--- src/design/delimiter_stream_framer_assert.svh ---
// Assertion macros for the delimiter stream framer.
// Included by the top level; no other dependencies.
`ifndef DELIMITER_STREAM_FRAMER_ASSERT_SVH
`define DELIMITER_STREAM_FRAMER_ASSERT_SVH

`ifndef SYNTHESIS
`define DSF_ASSERT_SAME(lbl, clk, rst_n, ante, cons) \
  lbl: assert property (@(posedge clk) disable iff (!rst_n) (ante) |-> (cons)) \
    else $error("dsf assertion failed");
`define DSF_ASSERT_NEXT(lbl, clk, rst_n, ante, cons) \
  lbl: assert property (@(posedge clk) disable iff (!rst_n) (ante) |=> (cons)) \
    else $error("dsf assertion failed");
`else
`define DSF_ASSERT_SAME(lbl, clk, rst_n, ante, cons)
`define DSF_ASSERT_NEXT(lbl, clk, rst_n, ante, cons)
`endif

`endif

--- src/design/dsf_pkg.sv ---
// Shared types and constants of the delimiter stream framer.
// No dependencies.
package dsf_pkg;

  localparam int CFG_DATA_W  = 64;
  localparam int CFG_IDX_W   = 3;
  localparam int LIMIT_REG_W = 24;
  localparam int LEN_W       = 4;

  localparam logic [CFG_IDX_W-1:0] CFG_DELIM_BYTES  = 3'd0;
  localparam logic [CFG_IDX_W-1:0] CFG_DELIM_LENGTH = 3'd1;
  localparam logic [CFG_IDX_W-1:0] CFG_INCLUDE      = 3'd2;
  localparam logic [CFG_IDX_W-1:0] CFG_LIMIT_EN     = 3'd3;
  localparam logic [CFG_IDX_W-1:0] CFG_FRAME_LIMIT  = 3'd4;

  localparam logic [63:0]            DELIM_RST = 64'd10;
  localparam logic [LEN_W-1:0]       LEN_RST   = 4'd1;
  localparam logic [LIMIT_REG_W-1:0] LIMIT_RST = 24'd65535;

  typedef struct packed {
    logic [63:0]            delimiter_bytes;
    logic [LEN_W-1:0]       delimiter_length;
    logic                   include_delim;
    logic                   limit_enable;
    logic [LIMIT_REG_W-1:0] frame_limit;
  } dsf_cfg_t;

  typedef struct packed {
    logic [7:0] out_byte;
    logic       byte_valid;
    logic       frame_end;
    logic       frame_error;
  } dsf_result_t;

  typedef struct packed {
    logic fire;
    logic err;
  } dsf_status_t;

endpackage

--- src/design/dsf_stream_if.sv ---
// Stream channel interfaces of the delimiter stream framer.
// Input channel carries one raw byte, result channel one framer word.
interface dsf_in_if;
  logic       valid;
  logic       ready;
  logic [7:0] data_byte;
  modport source(output valid, output data_byte, input ready);
  modport sink(input valid, input data_byte, output ready);
endinterface

interface dsf_out_if;
  logic       valid;
  logic       ready;
  logic [7:0] out_byte;
  logic       byte_valid;
  logic       frame_end;
  logic       frame_error;
  modport source(output valid, output out_byte, output byte_valid,
                 output frame_end, output frame_error, input ready);
  modport sink(input valid, input out_byte, input byte_valid,
               input frame_end, input frame_error, output ready);
endinterface

--- src/design/delimiter_stream_framer.sv ---
// Top level of the delimiter stream framer.
// Depends on dsf_pkg, dsf_stream_if, dsf_cfg_regs, dsf_in_stage, dsf_framer_core.
//
//  channel  dir  handshake        payload
//  in_ch    in   valid/ready      data_byte[7:0]
//  out_ch   out  valid/ready      out_byte[7:0] byte_valid frame_end frame_error
//  cfg_*    in   cfg_we (no wait) cfg_index[2:0] cfg_data[63:0]
//
// One byte word per cycle sustained while out_ch is not stalled; input passes the input
// register, then the result register after one window compare and count update.
// Synchronous active-low reset clears the window, counter, error flag and both stages.
// One input word is held while a result waits; a stalled result stalls input after that.
`include "delimiter_stream_framer_assert.svh"

module delimiter_stream_framer
  import dsf_pkg::*;
#(
  parameter int DELIM_MAX   = 8,
  parameter int LIMIT_WIDTH = 24
) (
  input  logic                  clk,
  input  logic                  rst_n,
  dsf_in_if.sink                in_ch,
  dsf_out_if.source             out_ch,
  input  logic                  cfg_we,
  input  logic [CFG_IDX_W-1:0]  cfg_index,
  input  logic [CFG_DATA_W-1:0] cfg_data
);

  dsf_cfg_t    cfg;
  dsf_result_t result;
  dsf_status_t status;
  logic        held_valid;
  logic [7:0]  held_byte;
  logic        core_valid;

  dsf_cfg_regs u_cfg (
    .clk   (clk),
    .rst_n (rst_n),
    .we    (cfg_we),
    .index (cfg_index),
    .data  (cfg_data),
    .cfg   (cfg)
  );

  dsf_in_stage u_in (
    .clk        (clk),
    .rst_n      (rst_n),
    .in_valid   (in_ch.valid),
    .in_byte    (in_ch.data_byte),
    .in_ready   (in_ch.ready),
    .fire       (status.fire),
    .held_valid (held_valid),
    .held_byte  (held_byte)
  );

  dsf_framer_core #(
    .DELIM_MAX   (DELIM_MAX),
    .LIMIT_WIDTH (LIMIT_WIDTH)
  ) u_core (
    .clk       (clk),
    .rst_n     (rst_n),
    .cfg       (cfg),
    .in_valid  (held_valid),
    .in_byte   (held_byte),
    .out_ready (out_ch.ready),
    .out_valid (core_valid),
    .result    (result),
    .status    (status)
  );

  assign out_ch.valid       = core_valid;
  assign out_ch.out_byte    = result.out_byte;
  assign out_ch.byte_valid  = result.byte_valid;
  assign out_ch.frame_end   = result.frame_end;
  assign out_ch.frame_error = result.frame_error;

  `DSF_ASSERT_NEXT(a_accept_held, clk, rst_n, in_ch.valid && in_ch.ready, held_valid)
  `DSF_ASSERT_NEXT(a_held_kept, clk, rst_n, held_valid && !status.fire, held_valid)
  `DSF_ASSERT_NEXT(a_err_silent, clk, rst_n, status.err && status.fire, !out_ch.valid)
  `DSF_ASSERT_SAME(a_err_sticky, clk, rst_n, $past(status.err) && $past(rst_n), status.err)

endmodule

--- src/design/dsf_cfg_regs.sv ---
// Configuration register bank of the delimiter stream framer.
// Depends on dsf_pkg.
module dsf_cfg_regs
  import dsf_pkg::*;
(
  input  logic                  clk,
  input  logic                  rst_n,
  input  logic                  we,
  input  logic [CFG_IDX_W-1:0]  index,
  input  logic [CFG_DATA_W-1:0] data,
  output dsf_cfg_t              cfg
);

  dsf_cfg_t cfg_r, cfg_nxt;

  always_comb begin
    cfg_nxt = cfg_r;
    if (we) begin
      case (index)
        CFG_DELIM_BYTES:  cfg_nxt.delimiter_bytes  = data[63:0];
        CFG_DELIM_LENGTH: cfg_nxt.delimiter_length = data[LEN_W-1:0];
        CFG_INCLUDE:      cfg_nxt.include_delim    = data[0];
        CFG_LIMIT_EN:     cfg_nxt.limit_enable     = data[0];
        CFG_FRAME_LIMIT:  cfg_nxt.frame_limit      = data[LIMIT_REG_W-1:0];
        default:          cfg_nxt = cfg_r;
      endcase
    end
  end

  always_ff @(posedge clk) begin
    if (!rst_n) begin
      cfg_r.delimiter_bytes  <= DELIM_RST;
      cfg_r.delimiter_length <= LEN_RST;
      cfg_r.include_delim    <= 1'b0;
      cfg_r.limit_enable     <= 1'b0;
      cfg_r.frame_limit      <= LIMIT_RST;
    end else begin
      cfg_r <= cfg_nxt;
    end
  end

  assign cfg = cfg_r;

endmodule

--- src/design/dsf_in_stage.sv ---
// Input register stage of the delimiter stream framer.
// Holds one byte word so input can be taken while a result waits.
module dsf_in_stage (
  input  logic       clk,
  input  logic       rst_n,
  input  logic       in_valid,
  input  logic [7:0] in_byte,
  output logic       in_ready,
  input  logic       fire,
  output logic       held_valid,
  output logic [7:0] held_byte
);

  logic       valid_r, valid_nxt;
  logic [7:0] byte_r;
  logic       accept;

  assign in_ready = !valid_r || fire;
  assign accept   = in_valid && in_ready;

  always_comb begin
    valid_nxt = valid_r;
    if (accept) begin
      valid_nxt = 1'b1;
    end else if (fire) begin
      valid_nxt = 1'b0;
    end
  end

  always_ff @(posedge clk) begin
    if (!rst_n) begin
      valid_r <= 1'b0;
    end else begin
      valid_r <= valid_nxt;
    end
  end

  always_ff @(posedge clk) begin
    if (accept) begin
      byte_r <= in_byte;
    end
  end

  assign held_valid = valid_r;
  assign held_byte  = byte_r;

endmodule

--- src/design/dsf_framer_core.sv ---
// Delimiter match, frame counter, limit check and result register.
// Depends on dsf_pkg.
module dsf_framer_core
  import dsf_pkg::*;
#(
  parameter int DELIM_MAX   = 8,
  parameter int LIMIT_WIDTH = 24
) (
  input  logic        clk,
  input  logic        rst_n,
  input  dsf_cfg_t    cfg,
  input  logic        in_valid,
  input  logic [7:0]  in_byte,
  input  logic        out_ready,
  output logic        out_valid,
  output dsf_result_t result,
  output dsf_status_t status
);

  localparam int WW = 8 * DELIM_MAX;
  localparam int CW = LIMIT_WIDTH + 1;
  localparam int XW = LIMIT_WIDTH + 2;
  localparam int LB = (LIMIT_WIDTH < LIMIT_REG_W) ? LIMIT_WIDTH : LIMIT_REG_W;
  localparam logic [LEN_W-1:0]       DM4   = LEN_W'(DELIM_MAX);
  localparam logic [CW-1:0]          CMAX  = {CW{1'b1}};
  localparam logic [LIMIT_REG_W-1:0] LMASK = {LIMIT_REG_W{1'b1}} >> (LIMIT_REG_W - LB);

  logic [WW-1:0]        win_r, win_nxt, win_new, tail;
  logic [CW-1:0]        cnt_r, cnt_nxt, n_cnt, len_c;
  logic                 err_r, err_nxt;
  logic                 out_valid_r, out_valid_nxt;
  dsf_result_t          res_r, res;
  logic                 has_res, fire, slot_free, match, err_match, err_run;
  logic [LEN_W-1:0]     len, sh;
  logic [DELIM_MAX-1:0] eq;
  logic [XW-1:0]        n_x, len_x, limit_x;

  assign slot_free = !out_valid_r || out_ready;
  assign fire      = in_valid && slot_free;

  always_comb begin
    len = cfg.delimiter_length;
    if (len == '0) begin
      len = LEN_W'(1);
    end
    if (len > DM4) begin
      len = DM4;
    end
    win_new = WW'({in_byte, win_r} >> 8);
    sh      = DM4 - len;
    tail    = win_new >> {sh, 3'b000};
    for (int k = 0; k < DELIM_MAX; k++) begin
      eq[k] = (LEN_W'(k) >= len) || (tail[8*k +: 8] == cfg.delimiter_bytes[8*k +: 8]);
    end
    n_cnt     = (cnt_r == CMAX) ? cnt_r : cnt_r + CW'(1);
    len_c     = CW'(len);
    match     = (n_cnt >= len_c) && (&eq);
    n_x       = XW'(n_cnt);
    len_x     = XW'(len);
    limit_x   = XW'(cfg.frame_limit & LMASK);
    err_match = cfg.limit_enable && ((n_x - len_x) > limit_x);
    err_run   = cfg.limit_enable && ((n_x + XW'(1)) > (limit_x + len_x));

    res     = '0;
    has_res = 1'b0;
    win_nxt = win_r;
    cnt_nxt = cnt_r;
    err_nxt = err_r;
    if (fire && !err_r) begin
      win_nxt = win_new;
      if (match) begin
        has_res       = 1'b1;
        res.frame_end = 1'b1;
        if (err_match) begin
          err_nxt         = 1'b1;
          res.frame_error = 1'b1;
        end else begin
          win_nxt = '0;
          cnt_nxt = '0;
          if (cfg.include_delim) begin
            res.out_byte   = in_byte;
            res.byte_valid = 1'b1;
          end
        end
      end else if (err_run) begin
        err_nxt         = 1'b1;
        has_res         = 1'b1;
        res.frame_end   = 1'b1;
        res.frame_error = 1'b1;
      end else begin
        cnt_nxt = n_cnt;
        if (cfg.include_delim) begin
          has_res        = 1'b1;
          res.out_byte   = in_byte;
          res.byte_valid = 1'b1;
        end else if (n_cnt >= len_c) begin
          has_res        = 1'b1;
          res.out_byte   = tail[7:0];
          res.byte_valid = 1'b1;
        end
      end
    end

    out_valid_nxt = out_valid_r;
    if (fire) begin
      out_valid_nxt = has_res;
    end else if (out_ready) begin
      out_valid_nxt = 1'b0;
    end
  end

  always_ff @(posedge clk) begin
    if (!rst_n) begin
      win_r       <= '0;
      cnt_r       <= '0;
      err_r       <= 1'b0;
      out_valid_r <= 1'b0;
    end else begin
      win_r       <= win_nxt;
      cnt_r       <= cnt_nxt;
      err_r       <= err_nxt;
      out_valid_r <= out_valid_nxt;
    end
  end

  always_ff @(posedge clk) begin
    if (fire && has_res) begin
      res_r <= res;
    end
  end

  assign out_valid   = out_valid_r;
  assign result      = res_r;
  assign status.fire = fire;
  assign status.err  = err_r;

endmodule
--- src/flat_wrapper.sv ---
// flat-port wrapper written by rule: the top's interface ports become plain ports
module delimiter_stream_framer_flat import dsf_pkg::*;
#(
  parameter int DELIM_MAX   = 8,
  parameter int LIMIT_WIDTH = 24
)
  (clk, rst_n, cfg_we, cfg_index, cfg_data, in_ch_valid, in_ch_data_byte, in_ch_ready, out_ch_valid, out_ch_out_byte, out_ch_byte_valid, out_ch_frame_end, out_ch_frame_error, out_ch_ready);
  dsf_in_if in_ch_i ();
  dsf_out_if out_ch_i ();
  input  logic clk;
  input  logic rst_n;
  input  logic cfg_we;
  input  logic [CFG_IDX_W-1:0] cfg_index;
  input  logic [CFG_DATA_W-1:0] cfg_data;
  input wire logic [$bits(in_ch_i.valid)-1:0] in_ch_valid;
  input wire logic [$bits(in_ch_i.data_byte)-1:0] in_ch_data_byte;
  output wire logic [$bits(in_ch_i.ready)-1:0] in_ch_ready;
  output wire logic [$bits(out_ch_i.valid)-1:0] out_ch_valid;
  output wire logic [$bits(out_ch_i.out_byte)-1:0] out_ch_out_byte;
  output wire logic [$bits(out_ch_i.byte_valid)-1:0] out_ch_byte_valid;
  output wire logic [$bits(out_ch_i.frame_end)-1:0] out_ch_frame_end;
  output wire logic [$bits(out_ch_i.frame_error)-1:0] out_ch_frame_error;
  input wire logic [$bits(out_ch_i.ready)-1:0] out_ch_ready;
  assign in_ch_i.valid = in_ch_valid;
  assign in_ch_i.data_byte = in_ch_data_byte;
  assign in_ch_ready = in_ch_i.ready;
  assign out_ch_valid = out_ch_i.valid;
  assign out_ch_out_byte = out_ch_i.out_byte;
  assign out_ch_byte_valid = out_ch_i.byte_valid;
  assign out_ch_frame_end = out_ch_i.frame_end;
  assign out_ch_frame_error = out_ch_i.frame_error;
  assign out_ch_i.ready = out_ch_ready;
  delimiter_stream_framer #(.DELIM_MAX(DELIM_MAX), .LIMIT_WIDTH(LIMIT_WIDTH)) u_core (.clk(clk), .rst_n(rst_n), .in_ch(in_ch_i), .out_ch(out_ch_i), .cfg_we(cfg_we), .cfg_index(cfg_index), .cfg_data(cfg_data));
endmodule
--- config.mk ---
export PLATFORM = sky130hd
export DESIGN_NAME = delimiter_stream_framer_flat
export DESIGN_NICKNAME = d
export VERILOG_FILES = /design/src/design/dsf_pkg.sv /design/src/design/dsf_stream_if.sv /design/src/design/delimiter_stream_framer.sv /design/src/design/dsf_cfg_regs.sv /design/src/design/dsf_in_stage.sv /design/src/design/dsf_framer_core.sv /design/src/flat_wrapper.sv
export VERILOG_INCLUDE_DIRS = /design/src /design/src/design
export SDC_FILE = /design/constraint.sdc
export NUM_CORES = 1
export LEC_CHECK = 0
export BUFFER_PORTS_ARGS = -buffer_cell sky130_fd_sc_hd__buf_2
export CAP_MARGIN = 20
export CORE_UTILIZATION = 58
export DETAILED_ROUTE_END_ITERATION = 16
export HOLD_SLACK_MARGIN = 0.15
export PLACE_DENSITY = 0.8
export SLEW_MARGIN = 15
export SYNTH_ARGS = -nofsm -noshare
export SYNTH_HDL_FRONTEND = slang
export SYNTH_SLANG_ARGS = --single-unit
--- constraint.sdc ---
create_clock -name clk -period 15.2 [get_ports clk]
set_input_delay 3.04 -clock clk [delete_from_list [all_inputs] [get_ports clk]]
set_output_delay 3.04 -clock clk [all_outputs]
set_load 0.005 [all_outputs]
Word level (Yosys, flattened, before mapping)
Cells that the tools add are included.
- bits in registers: 205
- input bits: 80
- logic and storage cells: 110
- $add $sub $neg: 5
- order comparisons: 12
- eq/ne operators: 16
- shift-type cells: 1
- muxes and demuxes: 28
- reduce and logical (&&, ||, !) cells: 33
- operators by type and width (operator ; number):
    $mux W64 ; 2
    $mux W25 ; 4
    $eq A8 B8 Y1 ; 8
    $shr A64 B7 Y64 ; 1
    $mux W9 ; 5
    $add A25 B1 Y26 const B ; 1
    $gt A26 B24 Y1 ; 1
    $gt A26 B25 Y1 ; 1
    $sub A25 B4 Y26 ; 1
    $add A24 B4 Y25 ; 1
    $add A25 B1 Y25 const B ; 1
    $eq A25 B25 Y1 const B ; 1
    $ge A25 B4 Y1 ; 1
    $ge A3 B4 Y1 const A ; 4
    $mux W1 ; 13
    $mux W11 ; 1
    $logic_or A1 B1 Y1 ; 10
    $reduce_and A2 Y1 ; 5
    $ge A1 B4 Y1 const A ; 2
    $ge A2 B4 Y1 const A ; 2
    $mux W4 ; 2
    $reduce_and A8 Y1 ; 1
    $logic_and A1 B1 Y1 ; 7
    $eq A3 B2 Y1 const B ; 2
    12 further kinds ; 18

Longest topological paths before layout
- word-level depth: 13
- mapped depth: 33
- depth with buffers taken out: 30

Modules after synthesis
Synthesis repeated with hierarchy kept, for this count alone.
- cell total of the unflattened synthesis: 1824
- area, all modules: 14780.4 µm²
- modules (own cells, without submodules) (module ; instances ; cells each ; area an instance (µm²) ; sequential area each (µm²)):
    dsf_framer_core ; 1 ; 1413 ; 10620.2 ; 1991.9
    dsf_cfg_regs ; 1 ; 398 ; 3862.5 ; 1881.8
    dsf_in_stage ; 1 ; 13 ; 297.8 ; 260.2

Worst setup path after synthesis
No wires, ideal clock.
- path type: in2out
- start: input out_ch_ready
- end: output in_ch_ready
- arrival: 3.349 ns
- required time: 12.160 ns
- slack: 8.811 ns
- stages on the path: 2
- path buffers: 0
- cell sequence: nor2b_1 nand2_1
- word-level cells in the longest chain between the ends: 3
- ends and longest elaborated chain (what ; line ; source):
    start: declaration ; flat_wrapper.sv:23 ; input wire logic [$bits(out_ch_i.ready)-1:0] out_ch_ready;
    $logic_or A1 B1 Y1 ; dsf_framer_core.sv:38 ; assign slot_free = !out_valid_r || out_ready;
    $logic_and A1 B1 Y1 ; dsf_framer_core.sv:39 ; assign fire = in_valid && slot_free;
    $logic_or A1 B1 Y1 ; dsf_in_stage.sv:18 ; assign in_ready = !valid_r || fire;
    end: declaration ; flat_wrapper.sv:17 ; output wire logic [$bits(in_ch_i.ready)-1:0] in_ch_ready;
Every way passes these cells.

Worst setup path after layout
- start: register u_core.u_cfg.cfg_r (netlist bit u_core.u_cfg.cfg[28])
- end: register u_core.u_core.res_r (netlist bit u_core.u_core.result[9]), data pin
- word-level cells in the longest chain between the ends: 11
- ends and longest elaborated chain (what ; line ; source):
    start: declaration ; dsf_cfg_regs.sv:14 ; dsf_cfg_t cfg_r, cfg_nxt;
    start signal: assignment ; dsf_cfg_regs.sv:38 ; cfg_r <= cfg_nxt;
    $logic_not A4 Y1 ; dsf_framer_core.sv:43 ; if (len == '0) begin
    $mux W4 * ; dsf_framer_core.sv:43 ;
    $gt A4 B4 Y1 ; dsf_framer_core.sv:46 ; if (len > DM4) begin
    $mux W4 * ; dsf_framer_core.sv:46 ;
    parallel branches: the longest is 6 deep, another holds $sub A25 B4 Y26 ; - ;
    $mux W11 * ; dsf_framer_core.sv:71 ; if (match) begin
    end signal: assignment ; dsf_framer_core.sv:128 ; res_r <= res;
    end: declaration ; dsf_framer_core.sv:32 ; dsf_result_t res_r, res;
Mark *: on every way between the ends.
A chain may end at the register's enable or synchronous reset.

==> metrics.csv <==
metric,value,unit
outcome,"finished, final reports clean",
H-tree level count,4,
# resized after CTS,0,
max frequency,123,MHz
FF-to-FF End,u_core.u_core.result[9],
CP max stage cell,nand2_2,
via/cell ratio,6.48,
Synth cell types,103,
min-delay src,u_core.u_core.win_r[15],
RSZ-0062 raised after global routing,no,
number of global-route vias before repair,12800,
most numerous cell in the Yosys netlist,nand2_1,
area share of fa/ha/maj cells after synthesis,5.62,%
Die Y,160,um
Post-synth top cells,"nand2_1 (339), a21oi_1 (191), dfxtp_1 (178), nand3_1 (117), xnor2_1 (82)",
fin. max-slew vios,0,
grt ovf,0,
Util after Layout,63.4,%
WP buf/inv,3,
Residual DRC,0,
combinational share of power,17.6,%
routed vias,14100,
switching share of power,32.6,%
worst vdd ir,0.0646,mV
crit-path max cell delay,0.71,ns
Worst EP arrival,8.39,ns
Leak,5.79,nW
gpl congestion,1.01,
"FF+latch count, synth",197,
Critical Path RT,15.47,ns
Crit. End Element,flop,
Top Family by Delay on Critical Path,simple AND/OR/NAND/NOR gates,
Clock Latency Late Sink,0.46,ns
main combinational cell family by area after synthesis,simple AND/OR/NAND/NOR gates,
synth warn,0,
area added between synthesis and finish,6.94,%
Max Cap Violations,0,
clock sinks,197,
largest net degree at the start of global routing,77,
setup bufs post-CTS,0,
headroom to the max-slew limit,28.1,%
mux cell area share after synthesis,8.54,%
Filler Cells Inserted,2059,
WL/cell,21.2,um
Critical Path Stages,27,
layout cells sized above 1,11.3,%
number of diodes,0,
Post-Syn Nets,1987,
top post-synthesis cells by area,"dfxtp_1 (25%), nand2_1 (8.8%), a21oi_1 (6.6%), ha_1 (5.3%), xnor2_1 (4.9%)",
initial antenna violation count,0,
Core Area,0.0245,mm^2
final setup fails,0,
"EDFF count, synth",19,
sw power,417,uW
HPWL Detailed,33.3,mm
Worst Hold Depth,2,
CP max FO,35,
antenna-violating nets left,0,
hold_buf cts,0,
Synth Area in XOR/XNOR,8.41,%
R2R Setup Slk,7.08,ns
worst hold path type,flop to flop,
largest area contributor in the synthesized netlist,dfxtp_1,
Synth top area share,24.6,%
R2R cell count,27,
post-synthesis simple-gate area fraction,25.1,%
critical path class,flop to flop,
"Avg Cell Area, Syn",7.87,um^2
part of the cycle the worst path needs,53.4,%
Final min period,8.12,ns
Max Buffers Root-to-Sink,2,
first-pass GRT wire length,71.2,mm
CTS Buf Count,17,
Die X,160,um
FP Rows,57,
sequential cell area fraction in the yosys report,28.5,%
"Primary FF master, synth",dfxtp_1,
1st-iter DRT viols,1996,
first-pass iteration count of the detailed router,6,
TNS Setup,0,ns
PD cells,82.5,mW/mm^2
Layout Nets,1977,
Pint,863,uW
I/O pins,93,
clk slew on worst S/H paths,0.08,ns
Mapped Area,0.0145,mm^2
compound-cell area share of the yosys netlist,18.2,%
r2r startpoint,u_core.u_cfg.cfg[28],
Crit. Startpoint,u_core.u_cfg.cfg[28],
Clock power frac,39.0,%
CTS tree,built,
Tightest Pin Transition,1.08,ns
Synth async-reset ratio,0,%
Post-Route WL,46.0,mm
Worst Hold Path EP,u_core.u_core.win_r[15],
port bufs,92,
skew final,0.0179,ns
CTS root buffer,clkbuf_16,
initial core utilization,59.3,%
die area,0.0257,mm^2
Synth Instances,1843,
sequential power share,43.4,%
CP startpoint kind,flop,
Hold WS,0.455,ns
GRT Resource Usage Total,35.6,%
final hold violations,0,
==> power by group through the flow <==
stage          clock, mW  sequential, mW  combinational [mW]
3_5_place_dp           0           0.565               0.219
2_1_floorplan          0           0.554               0.166
6_report           0.499           0.555               0.226
5_1_grt            0.524           0.555               0.246
4_1_cts            0.503           0.553               0.221
3_3_place_gp           0           0.565               0.212
==> layout make-up <==
class | count | area [um^2] | share of cell area (%)
clock buffer | 17 | 425 | 2.74
clock inverter | 15 | 229 | 1.48
inverter | 49 | 186 | 1.20
sequential | 197 | 4130 | 26.6
timing repair buffer | 106 | 578 | 3.73
multi-input combinational | 1462 | 9560 | 61.6
tap | 324 | 405 | 2.61
==> per-layer routing <==
layer / routed length (um) / up-vias / share of wire (%) / global-route usage [%]
li1: - / 6579 / - / -
met1: 20400 / 6653 / 44 / 51.7
met2: 19000 / 745 / 41 / 51.3
met3: 5360 / 91 / 12 / 8.96
met4: 1220 / 0 / 2.6 / 11.0
met5: 0 / - / 0 / 0
==> how the worst max path moves through the flow <==
stage	end	slack (ns)
global placement	u_core.u_core.result[3]	7.41
global route	u_core.u_core.result[3]	6.70
floorplan	in_ch_ready	8.81
CTS	u_core.u_core.result[9]	7.33
detailed placement	u_core.u_core.cnt_r[16]	7.39
finish	u_core.u_core.result[9]	7.08
==> kinds of logic (layout without fill, tap and decap cells) <==
kind of cell               count (synthesis)  after routing
muxes                                     99             99
DFF                                      197            197
AOI/OAI and AO/OA                        416            416
and+or+nand+nor                          748            748
adders and majority gates                 64             64
buffers and inverters                    184            187
xor gates and xnor gates                 135            135
==> worst register-to-register path: cells and delay by family (launching register included) <==
kind,cells,cell delay [ns]
fa+ha+maj,3,0.86
compound gates,10,2.67
flops,1,0.54
buf+inv,3,1.05
simple gates,10,2.67
xor+xnor,1,0.14
==> sequential cells by signal, summed over array words and instances, names as in the netlist <==
| register | count |
|---|---|
| u_core.u_core.out_valid | 1 |
| u_core.u_core.result | 11 |
| u_core.u_core.cnt_r | 25 |
| u_core.u_core.err_r | 1 |
| u_core.u_in.held_byte | 8 |
| u_core.u_in.held_valid | 1 |
| u_core.u_cfg.cfg | 94 |
| u_core.u_core.win_r | 56 |
==> cells in the final DEF (no fill, tap or decap), drive strengths merged, types with 10 or more instances in the layout <==
cell	n
buf	106
nand4	38
nor3	31
xnor2	84
a21o	14
nor2b	13
o211ai	22
mux2i	72
nand3b	11
or3	15
nor4	15
nand2	340
dfxtp	178
clkbuf	17
o22ai	16
o21ai	58
and2	17
a31oi	10
and3	14
ha	62
inv	62
nand3	119
nor2	78
mux4	18
xor2	51
a21oi	193
edfxtp	19
nand2b	19
==> stage by stage <==
stage | area (um^2) | cells | power, mW | setup WS (ns)
floorplan | 14500 | 1843 | 0.720 | 8.81
global placement | 14800 | 2137 | 0.777 | 7.41
detailed placement | 14900 | 2138 | 0.784 | 7.39
CTS | 15500 | 2170 | 1.28 | 7.33
global route | 15500 | 2170 | 1.33 | 6.70
finish | 15500 | 2170 | 1.28 | 7.08
Power figures use the tool's default switching activity.
